--- src/design/bsds_pkg.sv ---
// ----------------------------------------------------------------------------
// Byte sample diversity scorer package
// Shared widths, codes and the word types passed between the block's parts.
// ----------------------------------------------------------------------------
package bsds_pkg;

   localparam int ADDR_W  = 48;
   localparam int SCORE_W = 12;
   localparam int DIST_W  = 9;
   localparam int RUN_W   = 8;
   localparam int BYTE_W  = 8;
   localparam int CSR_IDX_W  = 2;
   localparam int CSR_DATA_W = 12;

   // Weighting of the distinct count is a multiply by 16, done as a shift.
   localparam int WEIGHT_SHIFT = 4;
   localparam int WEIGHTED_W   = DIST_W + WEIGHT_SHIFT;
   localparam logic [RUN_W-1:0] RUN_MAX = '1;

   // Queue depths on either side of the scoring pipeline.
   localparam int REQ_DEPTH = 2;
   localparam int RSP_DEPTH = 2;

   // Command codes on the request side.
   localparam logic CMD_BYTE   = 1'b0;
   localparam logic CMD_FINISH = 1'b1;

   // Result kinds on the response side.
   localparam logic KIND_SAMPLE = 1'b0;
   localparam logic KIND_FINISH = 1'b1;

   // Register indexes on the configuration port.
   localparam logic [CSR_IDX_W-1:0] CSR_MAX_RUN   = 2'd0;
   localparam logic [CSR_IDX_W-1:0] CSR_MIN_DIST  = 2'd1;
   localparam logic [CSR_IDX_W-1:0] CSR_THRESHOLD = 2'd2;

   localparam logic [RUN_W-1:0]   MAX_RUN_RESET   = 8'd8;
   localparam logic [DIST_W-1:0]  MIN_DIST_RESET  = 9'd8;
   localparam logic [SCORE_W-1:0] THRESHOLD_RESET = 12'd120;

   typedef struct packed {
      logic                 is_finish;
      logic [BYTE_W-1:0]    data_byte;
      logic [ADDR_W-1:0]    sample_address;
   } req_word_type;

   typedef struct packed {
      logic                 result_kind;
      logic [SCORE_W-1:0]   score;
      logic [ADDR_W-1:0]    best_address;
      logic                 found;
   } rsp_word_type;

   typedef struct packed {
      logic [RUN_W-1:0]     max_run_allowed;
      logic [DIST_W-1:0]    min_distinct;
      logic [SCORE_W-1:0]   accept_threshold;
   } cfg_type;

endpackage

--- src/design/bsds_front.sv ---
// ----------------------------------------------------------------------------
// Request queue
// Takes request words, decodes the command and holds them for the back end.
// ----------------------------------------------------------------------------
module bsds_front (
   input  logic                   clock,
   input  logic                   reset,
   input  logic                   push,
   output logic                   full,
   input  logic                   command,
   input  logic [7:0]             data_byte,
   input  logic [47:0]            sample_address,
   output logic                   empty,
   input  logic                   pop,
   output bsds_pkg::req_word_type word
);
   import bsds_pkg::*;

   localparam int PTR_W = (REQ_DEPTH > 1) ? $clog2(REQ_DEPTH) : 1;
   localparam int CNT_W = $clog2(REQ_DEPTH + 1);
   localparam logic [PTR_W-1:0] LAST_PTR = PTR_W'(REQ_DEPTH - 1);
   localparam logic [CNT_W-1:0] FULL_CNT = CNT_W'(REQ_DEPTH);

   req_word_type     store_ff [REQ_DEPTH];
   logic [PTR_W-1:0] wr_ptr_ff, wr_ptr_in;
   logic [PTR_W-1:0] rd_ptr_ff, rd_ptr_in;
   logic [CNT_W-1:0] count_ff, count_in;
   logic             do_push, do_pop;
   req_word_type     incoming;

   assign full    = (count_ff == FULL_CNT);
   assign empty   = (count_ff == '0);
   assign do_push = push && !full;
   assign do_pop  = pop && !empty;
   assign word    = store_ff[rd_ptr_ff];

   always_comb begin
      incoming.is_finish      = (command == CMD_FINISH);
      incoming.data_byte      = data_byte;
      incoming.sample_address = sample_address;
      wr_ptr_in = wr_ptr_ff;
      rd_ptr_in = rd_ptr_ff;
      count_in  = count_ff;
      if (do_push) begin
         wr_ptr_in = (wr_ptr_ff == LAST_PTR) ? '0 : wr_ptr_ff + 1'b1;
      end
      if (do_pop) begin
         rd_ptr_in = (rd_ptr_ff == LAST_PTR) ? '0 : rd_ptr_ff + 1'b1;
      end
      if (do_push && !do_pop) begin
         count_in = count_ff + 1'b1;
      end else if (do_pop && !do_push) begin
         count_in = count_ff - 1'b1;
      end
   end

   always_ff @(posedge clock) begin
      if (reset) begin
         wr_ptr_ff <= '0;
         rd_ptr_ff <= '0;
         count_ff  <= '0;
      end else begin
         wr_ptr_ff <= wr_ptr_in;
         rd_ptr_ff <= rd_ptr_in;
         count_ff  <= count_in;
      end
   end

   always_ff @(posedge clock) begin
      if (do_push) begin
         store_ff[wr_ptr_ff] <= incoming;
      end
   end

endmodule

--- src/design/bsds_back.sv ---
// ----------------------------------------------------------------------------
// Sample statistics and scoring
// Stage one folds bytes into the seen map and run counters; stage two scores
// finished samples, tracks the best one and builds finish reports.
// ----------------------------------------------------------------------------
module bsds_back #(
   parameter int SAMPLE_BYTES = 32
) (
   input  logic                   clock,
   input  logic                   reset,
   input  bsds_pkg::cfg_type      cfg,
   input  logic                   req_empty,
   output logic                   req_pop,
   input  bsds_pkg::req_word_type req_word,
   input  logic                   rsp_full,
   output logic                   rsp_push,
   output bsds_pkg::rsp_word_type rsp_word
);
   import bsds_pkg::*;

   localparam logic [RUN_W-1:0] LAST_POS = RUN_W'(SAMPLE_BYTES - 1);

   // Stage one state.
   logic [255:0]        seen_ff, seen_in;
   logic [DIST_W-1:0]   distinct_ff, distinct_in;
   logic [RUN_W-1:0]    run_ff, run_in;
   logic [RUN_W-1:0]    longest_ff, longest_in;
   logic [BYTE_W-1:0]   prev_ff, prev_in;
   logic [RUN_W-1:0]    pos_ff, pos_in;
   logic [ADDR_W-1:0]   cur_addr_ff, cur_addr_in;

   // Stage two holding register.
   logic                s2_valid_ff, s2_valid_in;
   logic                s2_finish_ff, s2_finish_in;
   logic [DIST_W-1:0]   s2_distinct_ff, s2_distinct_in;
   logic [RUN_W-1:0]    s2_longest_ff, s2_longest_in;
   logic [ADDR_W-1:0]   s2_addr_ff, s2_addr_in;

   logic [SCORE_W-1:0]  best_score_ff, best_score_in;
   logic [ADDR_W-1:0]   best_addr_ff, best_addr_in;

   logic                s2_ready, advance, last_byte, clear_sample;
   logic [RUN_W-1:0]    run_step;
   logic [DIST_W-1:0]   distinct_step;
   logic [RUN_W-1:0]    longest_step;
   logic [WEIGHTED_W-1:0] weighted;
   logic                fail;
   logic [SCORE_W-1:0]  score;
   logic                better;

   assign s2_ready = !s2_valid_ff || !rsp_full;
   assign advance  = !req_empty && s2_ready;
   assign req_pop  = advance;

   // Stage one: per-byte update of the sample statistics.
   always_comb begin
      last_byte    = !req_word.is_finish && (pos_ff == LAST_POS);
      clear_sample = advance && (req_word.is_finish || last_byte);

      run_step     = 8'd1;
      longest_step = longest_ff;
      if (pos_ff != '0 && req_word.data_byte == prev_ff) begin
         run_step     = (run_ff < RUN_MAX) ? run_ff + 1'b1 : run_ff;
         longest_step = (run_step > longest_ff) ? run_step : longest_ff;
      end
      distinct_step = seen_ff[req_word.data_byte] ? distinct_ff : distinct_ff + 1'b1;

      seen_in     = seen_ff;
      distinct_in = distinct_ff;
      run_in      = run_ff;
      longest_in  = longest_ff;
      prev_in     = prev_ff;
      pos_in      = pos_ff;
      cur_addr_in = cur_addr_ff;
      if (clear_sample) begin
         seen_in     = '0;
         distinct_in = '0;
         run_in      = 8'd1;
         longest_in  = 8'd1;
         prev_in     = '0;
         pos_in      = '0;
      end else if (advance) begin
         for (int i = 0; i < 256; i++) begin
            if (req_word.data_byte == BYTE_W'(i)) begin
               seen_in[i] = 1'b1;
            end
         end
         distinct_in = distinct_step;
         run_in      = run_step;
         longest_in  = longest_step;
         prev_in     = req_word.data_byte;
         pos_in      = pos_ff + 1'b1;
         if (pos_ff == '0) begin
            cur_addr_in = req_word.sample_address;
         end
      end

      // Hand a completed sample or a finish command to stage two.
      s2_valid_in    = s2_valid_ff && rsp_full;
      s2_finish_in   = s2_finish_ff;
      s2_distinct_in = s2_distinct_ff;
      s2_longest_in  = s2_longest_ff;
      s2_addr_in     = s2_addr_ff;
      if (advance && (req_word.is_finish || last_byte)) begin
         s2_valid_in    = 1'b1;
         s2_finish_in   = req_word.is_finish;
         s2_distinct_in = distinct_step;
         s2_longest_in  = longest_step;
         s2_addr_in     = cur_addr_ff;
      end
   end

   // Stage two: score, best tracking and the result word.
   always_comb begin
      weighted = {s2_distinct_ff, {WEIGHT_SHIFT{1'b0}}};
      fail = (s2_longest_ff > cfg.max_run_allowed) ||
             (s2_distinct_ff < cfg.min_distinct) ||
             (weighted < WEIGHTED_W'(s2_longest_ff));
      score  = fail ? '0 : SCORE_W'(weighted - WEIGHTED_W'(s2_longest_ff));
      better = score > best_score_ff;

      rsp_push      = s2_valid_ff && !rsp_full;
      best_score_in = best_score_ff;
      best_addr_in  = best_addr_ff;
      if (s2_finish_ff) begin
         rsp_word.result_kind  = KIND_FINISH;
         rsp_word.score        = best_score_ff;
         rsp_word.best_address = best_addr_ff;
         rsp_word.found        = (best_score_ff != '0) &&
                                 (best_score_ff >= cfg.accept_threshold);
         if (rsp_push) begin
            best_score_in = '0;
            best_addr_in  = '0;
         end
      end else begin
         rsp_word.result_kind  = KIND_SAMPLE;
         rsp_word.score        = score;
         rsp_word.best_address = s2_addr_ff;
         rsp_word.found        = better;
         if (rsp_push && better) begin
            best_score_in = score;
            best_addr_in  = s2_addr_ff;
         end
      end
   end

   always_ff @(posedge clock) begin
      if (reset) begin
         seen_ff       <= '0;
         distinct_ff   <= '0;
         run_ff        <= 8'd1;
         longest_ff    <= 8'd1;
         prev_ff       <= '0;
         pos_ff        <= '0;
         cur_addr_ff   <= '0;
         s2_valid_ff   <= 1'b0;
         best_score_ff <= '0;
         best_addr_ff  <= '0;
      end else begin
         seen_ff       <= seen_in;
         distinct_ff   <= distinct_in;
         run_ff        <= run_in;
         longest_ff    <= longest_in;
         prev_ff       <= prev_in;
         pos_ff        <= pos_in;
         cur_addr_ff   <= cur_addr_in;
         s2_valid_ff   <= s2_valid_in;
         best_score_ff <= best_score_in;
         best_addr_ff  <= best_addr_in;
      end
   end

   always_ff @(posedge clock) begin
      s2_finish_ff   <= s2_finish_in;
      s2_distinct_ff <= s2_distinct_in;
      s2_longest_ff  <= s2_longest_in;
      s2_addr_ff     <= s2_addr_in;
   end

endmodule

--- src/design/bsds_rsp_queue.sv ---
// ----------------------------------------------------------------------------
// Response queue
// Holds scored words until the consumer pops them.
// ----------------------------------------------------------------------------
module bsds_rsp_queue (
   input  logic                   clock,
   input  logic                   reset,
   input  logic                   push,
   output logic                   full,
   input  bsds_pkg::rsp_word_type wr_word,
   output logic                   empty,
   input  logic                   pop,
   output bsds_pkg::rsp_word_type rd_word
);
   import bsds_pkg::*;

   localparam int PTR_W = (RSP_DEPTH > 1) ? $clog2(RSP_DEPTH) : 1;
   localparam int CNT_W = $clog2(RSP_DEPTH + 1);
   localparam logic [PTR_W-1:0] LAST_PTR = PTR_W'(RSP_DEPTH - 1);
   localparam logic [CNT_W-1:0] FULL_CNT = CNT_W'(RSP_DEPTH);

   rsp_word_type     store_ff [RSP_DEPTH];
   logic [PTR_W-1:0] wr_ptr_ff, wr_ptr_in;
   logic [PTR_W-1:0] rd_ptr_ff, rd_ptr_in;
   logic [CNT_W-1:0] count_ff, count_in;
   logic             do_push, do_pop;

   assign full    = (count_ff == FULL_CNT);
   assign empty   = (count_ff == '0);
   assign do_push = push && !full;
   assign do_pop  = pop && !empty;
   assign rd_word = store_ff[rd_ptr_ff];

   always_comb begin
      wr_ptr_in = wr_ptr_ff;
      rd_ptr_in = rd_ptr_ff;
      count_in  = count_ff;
      if (do_push) begin
         wr_ptr_in = (wr_ptr_ff == LAST_PTR) ? '0 : wr_ptr_ff + 1'b1;
      end
      if (do_pop) begin
         rd_ptr_in = (rd_ptr_ff == LAST_PTR) ? '0 : rd_ptr_ff + 1'b1;
      end
      if (do_push && !do_pop) begin
         count_in = count_ff + 1'b1;
      end else if (do_pop && !do_push) begin
         count_in = count_ff - 1'b1;
      end
   end

   always_ff @(posedge clock) begin
      if (reset) begin
         wr_ptr_ff <= '0;
         rd_ptr_ff <= '0;
         count_ff  <= '0;
      end else begin
         wr_ptr_ff <= wr_ptr_in;
         rd_ptr_ff <= rd_ptr_in;
         count_ff  <= count_in;
      end
   end

   always_ff @(posedge clock) begin
      if (do_push) begin
         store_ff[wr_ptr_ff] <= wr_word;
      end
   end

endmodule

--- src/design/byte_sample_diversity_scorer.sv ---
// ----------------------------------------------------------------------------
// Byte sample diversity scorer
// Scores fixed-length byte samples by distinct values and longest equal run,
// keeps the first best sample and reports it on a finish command.
// ----------------------------------------------------------------------------
//
// Channel   Direction  Handshake             Word
// req_      in         push / full           command, data_byte, sample_address
// rsp_      out        pop / empty           result_kind, score, best_address, found
// csr_      in         write_enable          index, write_data (no read-back)
//
// One word is taken per cycle while the request queue is not full. A byte word
// passes the request queue and the statistics stage, and the last byte of a
// sample or a finish word then passes the scoring stage register before its
// result enters the response queue, from which it can be popped.
// Throughput is one word per cycle while the response queue does not back up.
// Reset is synchronous and clears the seen map, counters, best sample and
// both queues at once, and loads the register reset values. When the
// response queue fills, the scoring stage and then the request queue back up.
//
module byte_sample_diversity_scorer #(
   parameter int SAMPLE_BYTES = 32
) (
   input  logic        clock,
   input  logic        reset,
   // Request channel
   input  logic        req_push,
   output logic        req_full,
   input  logic        req_command,
   input  logic [7:0]  req_data_byte,
   input  logic [47:0] req_sample_address,
   // Response channel
   output logic        rsp_empty,
   input  logic        rsp_pop,
   output logic        rsp_result_kind,
   output logic [11:0] rsp_score,
   output logic [47:0] rsp_best_address,
   output logic        rsp_found,
   // Configuration port
   input  logic        csr_write_enable,
   input  logic [1:0]  csr_index,
   input  logic [11:0] csr_write_data
);
   import bsds_pkg::*;

   // Configuration registers. The user must change them only while the block is idle,
   // which the block does not enforce; the scoring stage reads them directly.
   cfg_type      cfg_ff, cfg_in;

   // Request queue to back end.
   logic         front_empty;
   logic         front_pop;
   req_word_type front_word;

   // Back end to response queue.
   logic         back_push;
   logic         back_full;
   rsp_word_type back_word;
   rsp_word_type out_word;

   always_comb begin
      cfg_in = cfg_ff;
      if (csr_write_enable) begin
         unique case (csr_index)
            CSR_MAX_RUN:   cfg_in.max_run_allowed  = csr_write_data[RUN_W-1:0];
            CSR_MIN_DIST:  cfg_in.min_distinct     = csr_write_data[DIST_W-1:0];
            CSR_THRESHOLD: cfg_in.accept_threshold = csr_write_data[SCORE_W-1:0];
            default:       cfg_in = cfg_ff;
         endcase
      end
   end

   always_ff @(posedge clock) begin
      if (reset) begin
         cfg_ff.max_run_allowed  <= MAX_RUN_RESET;
         cfg_ff.min_distinct     <= MIN_DIST_RESET;
         cfg_ff.accept_threshold <= THRESHOLD_RESET;
      end else begin
         cfg_ff <= cfg_in;
      end
   end

   // Front end: request queue and command decode.
   bsds_front u_front (
      .clock          (clock),
      .reset          (reset),
      .push           (req_push),
      .full           (req_full),
      .command        (req_command),
      .data_byte      (req_data_byte),
      .sample_address (req_sample_address),
      .empty          (front_empty),
      .pop            (front_pop),
      .word           (front_word)
   );

   // Back end: sample statistics, scoring and best tracking.
   bsds_back #(
      .SAMPLE_BYTES (SAMPLE_BYTES)
   ) u_back (
      .clock     (clock),
      .reset     (reset),
      .cfg       (cfg_ff),
      .req_empty (front_empty),
      .req_pop   (front_pop),
      .req_word  (front_word),
      .rsp_full  (back_full),
      .rsp_push  (back_push),
      .rsp_word  (back_word)
   );

   // Response queue toward the consumer.
   bsds_rsp_queue u_rsp_queue (
      .clock   (clock),
      .reset   (reset),
      .push    (back_push),
      .full    (back_full),
      .wr_word (back_word),
      .empty   (rsp_empty),
      .pop     (rsp_pop),
      .rd_word (out_word)
   );

   assign rsp_result_kind  = out_word.result_kind;
   assign rsp_score        = out_word.score;
   assign rsp_best_address = out_word.best_address;
   assign rsp_found        = out_word.found;

endmodule
--- config.mk ---
export PLATFORM = sky130hd
export DESIGN_NAME = byte_sample_diversity_scorer
export DESIGN_NICKNAME = d
export VERILOG_FILES = /design/src/design/bsds_pkg.sv /design/src/design/bsds_front.sv /design/src/design/bsds_back.sv /design/src/design/bsds_rsp_queue.sv /design/src/design/byte_sample_diversity_scorer.sv
export SDC_FILE = /design/constraint.sdc
export NUM_CORES = 1
export LEC_CHECK = 0
export ABC_AREA = 1
export BUFFER_PORTS_ARGS = -buffer_cell sky130_fd_sc_hd__buf_2
export CAP_MARGIN = 20
export CORE_MARGIN = 2
export CORE_UTILIZATION = 55
export DETAILED_ROUTE_END_ITERATION = 8
export GPL_TIMING_DRIVEN = 0
export PLACE_DENSITY_LB_ADDON = 0.25
export SLEW_MARGIN = 20
export SYNTH_ARGS = -nofsm -noshare
export SYNTH_HDL_FRONTEND = slang
export SYNTH_SLANG_ARGS = --single-unit
--- constraint.sdc ---
create_clock -name clock -period 13.5 [get_ports clock]
set_input_delay 1.35 -clock clock [delete_from_list [all_inputs] [get_ports clock]]
set_output_delay 1.35 -clock clock [all_outputs]
set_load 0.005 [all_outputs]
======== Yosys cells after proc, flatten, opt, wreduce, memory -nomap -nowiden ========
Memories as Yosys holds them, arrays and structs flattened. A register that Yosys moved wholly into a read port is not among the register bits.
Cells that the tools add are included.
word-level totals
  memory bits (read-only) ................. 0
  memory bits (writable) .................. 238
  logic and storage cells ................. 897
  bits of input ports ..................... 76
  flip-flop bits (word level) ............. 509
  output and inout port bits .............. 64
  latch bits .............................. 0
  memories kept ........................... 2
cells by class
  shifts and indexed selects .............. 0
  mux-type cells .......................... 32
  reductions and logical operators ........ 302
  div/mod/pow operators ................... 0
  equality and inequality tests ........... 262
  bitwise gates (word level) .............. 1
  magnitude comparators ................... 8
  add/subtract/negate cells ............... 12
  multipliers ............................. 0
memories
  memory                depth  width  read ports  clocked after Yosys merged registers in  write ports  RTL line              RTL
  u_rsp_queue.store_ff  2      62     1           1                                        1            bsds_rsp_queue.sv:22  rsp_word_type store_ff [RSP_DEPTH];
  u_front.store_ff      2      57     1           1                                        1            bsds_front.sv:24      req_word_type store_ff [REQ_DEPTH];
operators by type and width
  kind                                                  count
  equality test 8 bit (second input constant)           128
  AND reduction 2 bit                                   260
  equality test 8 x 7 -> 1 bit (second input constant)  64
  equality test 8 x 6 -> 1 bit (second input constant)  32
  two-way mux 48 bit                                    3
  equality test 8 x 5 -> 1 bit (second input constant)  17
  equality test 8 x 4 -> 1 bit (second input constant)  8
  two-way mux 62 bit                                    1
  two-way mux 12 bit                                    4
  equality test 8 x 3 -> 1 bit (second input constant)  4
  two-way mux 8 bit                                     4
  adder 8 x 1 -> 8 bit (second input constant)          2
  equality test 8 x 2 -> 1 bit (second input constant)  2
  greater-than comparator 8 bit                         2
  logical AND 1 bit                                     16
  logical NOT 8 bit                                     2
  two-way mux 1 bit                                     14
  less-than comparator 13 x 8 -> 1 bit                  1
  greater-or-equal comparator 12 bit                    1
  greater-than comparator 12 bit                        1
  nonzero test 12 bit                                   1
  subtractor 12 x 8 -> 12 bit                           1
  logical NOT 1 bit                                     10
  adder 9 x 1 -> 9 bit (second input constant)          1
  other kinds (21)                                      38

======== Logic depth before layout (Yosys ltp) ========
  word-level depth ........................ 8
  depth in mapped cells ................... 28
  mapped depth without buffers ............ 27

======== Modules after synthesis ========
Synthesis repeated with hierarchy kept, for this count alone.
unflattened totals
  cells, all modules ...................... 3454
  area, all modules ....................... 31909.4 µm²
modules (own cells, without submodules)
  module                        seq. area each (µm²)  area each (µm²)  cells an instance  instances
  bsds_back                     10109.7               21166.6          2832               1
  bsds_rsp_queue                3823.7                5024.8           230                1
  bsds_front                    3523.4                4479.3           214                1
  byte_sample_diversity_scorer  580.6                 1238.7           178                1

======== Worst setup path after synthesis ========
OpenSTA, ideal clock, no wires.
  path kind ............................... register to register
  start ................................... register with a tool-made name
  end ..................................... register u_back.seen_ff[149]
  slack ................................... 8.429 ns
  setup time .............................. 0.128 ns
  arrival ................................. 4.943 ns
  cell stages (with the launch flop) ...... 11
  required time ........................... 13.372 ns
  path buffers ............................ 3
  period minus slack after synthesis ...... 5.071 ns
  path through ............................ dfxtp_1 > clkbuf_1 > nand2_1 > nand2_1 > a41oi_1 > nor2_1 > nor2_1 > clkinv_1 > clkbuf_1 > clkbuf_1 > nor2_1
RTL lines
  what                  RTL line          RTL
  end signal, assigned  bsds_back.sv:160  seen_ff <= seen_in;
  end, declared         bsds_back.sv:24   logic [255:0] seen_ff, seen_in;

======== Final worst setup path ========
  start ................................... register u_back.s2_distinct_ff[0]
  end ..................................... register u_back.best_addr_ff[20]
between the ends
  cells in the longest elaborated chain, start to end .. 8
  elaborated cells on any way between the ends .. 10
  classes of those cells .................. add/sub (1); order compare (3); mux (1); reduce/logical (5)
RTL lines
  what                              RTL line          RTL
  start, declared                   bsds_back.sv:35   logic [DIST_W-1:0] s2_distinct_ff, s2_distinct_in;
  start signal, assigned            bsds_back.sv:175  s2_distinct_ff <= s2_distinct_in;
  less-than comparator 9 bit        bsds_back.sv:117  (s2_distinct_ff < cfg.min_distinct) ||
  logical OR 1 bit                  bsds_back.sv:116  fail = (s2_longest_ff > cfg.max_run_allowed) ||
  logical OR 1 bit                  bsds_back.sv:117
  two-way mux 12 bit *              bsds_back.sv:119  score = fail ? '0 : SCORE_W'(weighted - WEIGHTED_W'(s2_longest_ff));
  greater-than comparator 12 bit *  bsds_back.sv:120  better = score > best_score_ff;
  logical AND 1 bit *               bsds_back.sv:140  if (rsp_push && better) begin
  nonzero test 2 bit (no line) *    --
  AND reduction 2 bit (no line) *   --
  end signal, assigned              bsds_back.sv:169  best_addr_ff <= best_addr_in;
  end, declared                     bsds_back.sv:40   logic [ADDR_W-1:0] best_addr_ff, best_addr_in;
Mark *: on every way between the ends. The rest lies on a longest branch, timed or not.
A chain may end at the register's enable or synchronous reset.

==> metrics.md <==
| Metric | Value |
|---|---|
| Die area | `57,350 µm²` |
| Syn_area_per_cell | `approximately 9 µm²` |
| I/O Buffers | `approximately 140` |
| Comb power frac | `between 30% and 40%` |
| Final Setup Violations | `0` |
| Drt first pass iters | `6` |
| Fin nets | `about 3,800` |
| Worst-Skew Late Latency | `between 0.6 and 0.7 ns` |
| Area Overhead vs Synth | `14.91%` |
| Reg clk slew, reported paths | `approximately 0.060 ns` |
| Cell variety after synth | `48` |
| GPL Wtd Cong | `between 0.9 and 1` |
| Met1 usage | `approximately 38%` |
| Busiest metal layer after global routing | `met2` |
| Flop pwr share | `39.3%` |
| Yosys reg bits | `749` |
| Final Hold Viols | `0` |
| Crit path launch type | `flop` |
| DPL Wire Length | `55,780 µm` |
| Largest net degree at the start of global routing | `28` |
| Clock Power Share | `between 20% and 30%` |
| Skew final | `0.02538 ns` |
| GR Util met2 | `45.98%` |
| Via density | `5.503` |
| GRT Resource Usage Total | `28.33%` |
| Sequential cell area | `18,040 µm²` |
| Total global routing overflow | `0` |
| H-tree depth | `3` |
| Root Buffer | `clkbuf_16` |
| Hold/Removal Path Class | `reg2reg` |
| Max Slew Vio Count | `0` |
| Final Power | `0.007731 W` |
| Post-synth EDFFs | `304` |
| Initial Utilization | `between 50 and 60%` |
| P_leak | `13.99 nW` |
| First-pass GRT wire length | `125,100 µm` |
| Vias | `24,430` |
| Max VDD drop | `0.1143 mV` |
| Antenna Nets Post-Route | `0` |
| Placement Cell Area | `32,400 µm²` |
| CTS hold repair buffers | `0` |
| YS warnings | `0` |
| Core Region | `~55,000 µm²` |
| Chip height | `239.5 µm` |
| Arrival @ worst endpoint | `between 5 and 6 ns` |
| Status | `finished, final reports clean` |
| Seq/Total Area, Yosys | `59.14%` |
| Slew headroom | `30.76%` |
| Maximum fanout along the worst path | `10` |
| Post-Synthesis Cells | `around 3,400` |
| RSZ-0062 raised after global routing | `false` |
| Synthesized Nets | `3,529` |
| Ys flop type | `dfxtp_1` |
| Clock sink count | `around 750` |
| Clock buffer depth | `3` |
| Internal power | `between 0.004 and 0.005 W` |
| Crit share post-route | `between 30% and 40%` |
| TNS Setup | `0 ns` |
| Fin area | `35,040 µm²` |
| Ratio of cells with drive above 1 in the final layout | `10.99%` |
| WP data required | `14.07 ns` |
| Power density cells | `~220 nW/µm²` |
| Pin slew with the least headroom to its limit | `1.039 ns` |
| Max frequency | `221.7 MHz` |
| Post_cts resized | `0` |
| Initial antenna violation count | `10` |
| Width of the die | `239.5 µm` |
| Hold WS | `0.4050 ns` |
| Period minus WS final | `4.510 ns` |
| Crit Path Class | `reg2reg` |
| Sw Share | `37.22%` |
| FILL cells | `between 4,000 and 5,000` |
| Met3 Usage GRT | `4.806%` |
| Setup bufs post-CTS | `0` |
| CTS buffer count | `76` |
| Cell Area, Synth | `30,500 µm²` |
| CTS tree | `yes` |
| # IOs | `140` |
| Area of the multi-input gates | `10,900 µm²` |
| Total Routed Length | `81,340 µm` |
| Number of global-route vias before repair | `22,590` |
| Routed WL per cell | `18.32 µm` |
| Starting DRT DRC Count | `2,687` |
| # DRC | `0` |
| Worst setup EP type | `flop` |
| Std-Cell Rows | `86` |
| Max cap viols | `0` |
| Ys async rst share | `0%` |
| Psw | `0.002877 W` |
[kinds of logic after synthesis]
| family | after synthesis | share of synthesized area, % |
|---|---|---|
| buffers and inverters | 411 | 5.231 |
| multiplexers | 62 | 2.289 |
| flip-flops | 749 | 59.14 |
| adder cells (fa/ha/maj) | 58 | 2.380 |
| AO/OA/AOI/OAI | 624 | 10.77 |
| XOR/XNOR | 22 | 0.6318 |
| AND/OR/NAND/NOR | 1469 | 19.55 |
[Yosys cell counts, types with 15 or more instances]
master / instances / share of area (%)
o21ai_0: 149 / 2.4
nor3_1: 26 / 0.43
ha_1: 58 / 2.4
dfxtp_1: 445 / 29
inv_1: 219 / 2.7
nand3_1: 72 / 1.2
edfxtp_1: 304 / 30
nand2_1: 808 / 9.9
buf_2: 30 / 0.49
nand4_1: 78 / 1.6
a21oi_1: 382 / 6.3
mux2_2: 62 / 2.3
xor2_1: 15 / 0.43
clkbuf_1: 141 / 1.7
nor2_1: 456 / 5.6
a31oi_1: 51 / 1.0
[placed cells by master (no fill, tap or decap), types with 5 or more instances in the layout]
cell and instances:
nand2_1 808, nor2_1 451, dfxtp_1 445, a21oi_1 382, edfxtp_1 304, inv_1 219, buf_2 169, clkbuf_1 158
o21ai_0 149, nand4_1 78, clkbuf_16 78, nand3_1 72, mux2_2 62, ha_1 58, a31oi_1 51, nor3_1 26
clkbuf_8 16, xor2_1 15, clkinv_2 11, o21ai_1 10, buf_1 10, bufinv_16 8, diode_2 7, o21ai_2 7
nor2_4 7, xnor2_1 7, o211ai_1 7, inv_2 6, clkinv_1 5, buf_16 5, buf_12 5
[critical path: stages, from the launching register on]
cell	delay [ns]
edfxtp_1	0.40
ha_1	0.33
inv_1	0.05
nor2_1	0.15
nand3_1	0.09
nand2_1	0.16
nand2_1	0.07
nand2_1	0.07
nand2_1	0.06
inv_1	0.08
nand2_1	0.18
inv_1	0.21
nand2_1	0.07
nor2_1	0.19
ha_1	0.27
nand2_1	0.08
nor2_1	0.05
a211oi_1	0.22
nor2_1	0.08
nor2_1	0.09
nand2_1	0.05
nand2_1	0.08
nand2_1	0.24
nand2_1	0.20
buf_2	0.29
buf_1	0.50
nor2_1	0.09
nor2_1	0.12
[final cells by class]
cell class              count  area share, %
clock inverters            28          1.082
diodes                      7        0.04999
plain buffers             183          2.110
flip-flops and latches    749          51.47
multi-input cells        2235          31.11
repair buffers            149          2.664
clock buffers             112          6.402
well taps                 748          2.671
inverters                 228          2.442
[final timing paths]
kind,start,end,slack [ns],depth (start not counted)
max,u_back.s2_distinct_ff[0]$_DFFE_PP_,u_back.best_addr_ff[20]$_SDFFE_PP0P_,8.99,27
min,u_back.cur_addr_ff[36]$_SDFFE_PP0P_,u_back.s2_addr_ff[36]$_DFFE_PP_,0.41,0
max reg2reg,u_back.s2_distinct_ff[0]$_DFFE_PP_,u_back.best_addr_ff[20]$_SDFFE_PP0P_,8.99,27
min reg2reg,u_back.cur_addr_ff[36]$_SDFFE_PP0P_,u_back.s2_addr_ff[36]$_DFFE_PP_,0.41,0
[through the flow]
stage	instances	utilization (%)	setup WS [ns]
floorplan	3395	-	8.429
global placement	4282	58.43	5.656
detailed placement	4292	58.93	9.095
CTS	4432	63.70	9.063
global route	4437	63.72	8.548
finish	4439	63.73	8.990
[flip-flops by register name, indices dropped and copies added (netlist names), 8 cells and up, named ones only]
| name | cells |
|---|---|
| u_back.seen_ff | 256 |
| u_rsp_queue.store_ff | 124 |
| u_front.store_ff | 114 |
| u_back.best_addr_ff | 48 |
| u_back.cur_addr_ff | 48 |
| u_back.s2_addr_ff | 48 |
| cfg_ff | 29 |
| u_back.best_score_ff | 12 |
| u_back.distinct_ff | 9 |
| u_back.s2_distinct_ff | 9 |
| u_back.longest_ff | 8 |
| u_back.pos_ff | 8 |
| u_back.prev_ff | 8 |
| u_back.run_ff | 8 |
| u_back.s2_longest_ff | 8 |
[metal layers]
layer,share of wire [%],wire [µm]
met1,42,34010
met2,46,37580
met3,8.0,6545
met4,3.9,3165
met5,0.045,37
[power groups by stage]
stage	registers [W]	logic, W	clock network [W]
5_1_grt	0.00307	0.00275	0.00231
3_3_place_gp	0.00309	0.00237	0
2_1_floorplan	0.00302	0.00160	0
3_5_place_dp	0.00307	0.00244	0
6_report	0.00304	0.00250	0.00220
4_1_cts	0.00303	0.00246	0.00221
Note: power is estimated with default switching activity, not from simulation.
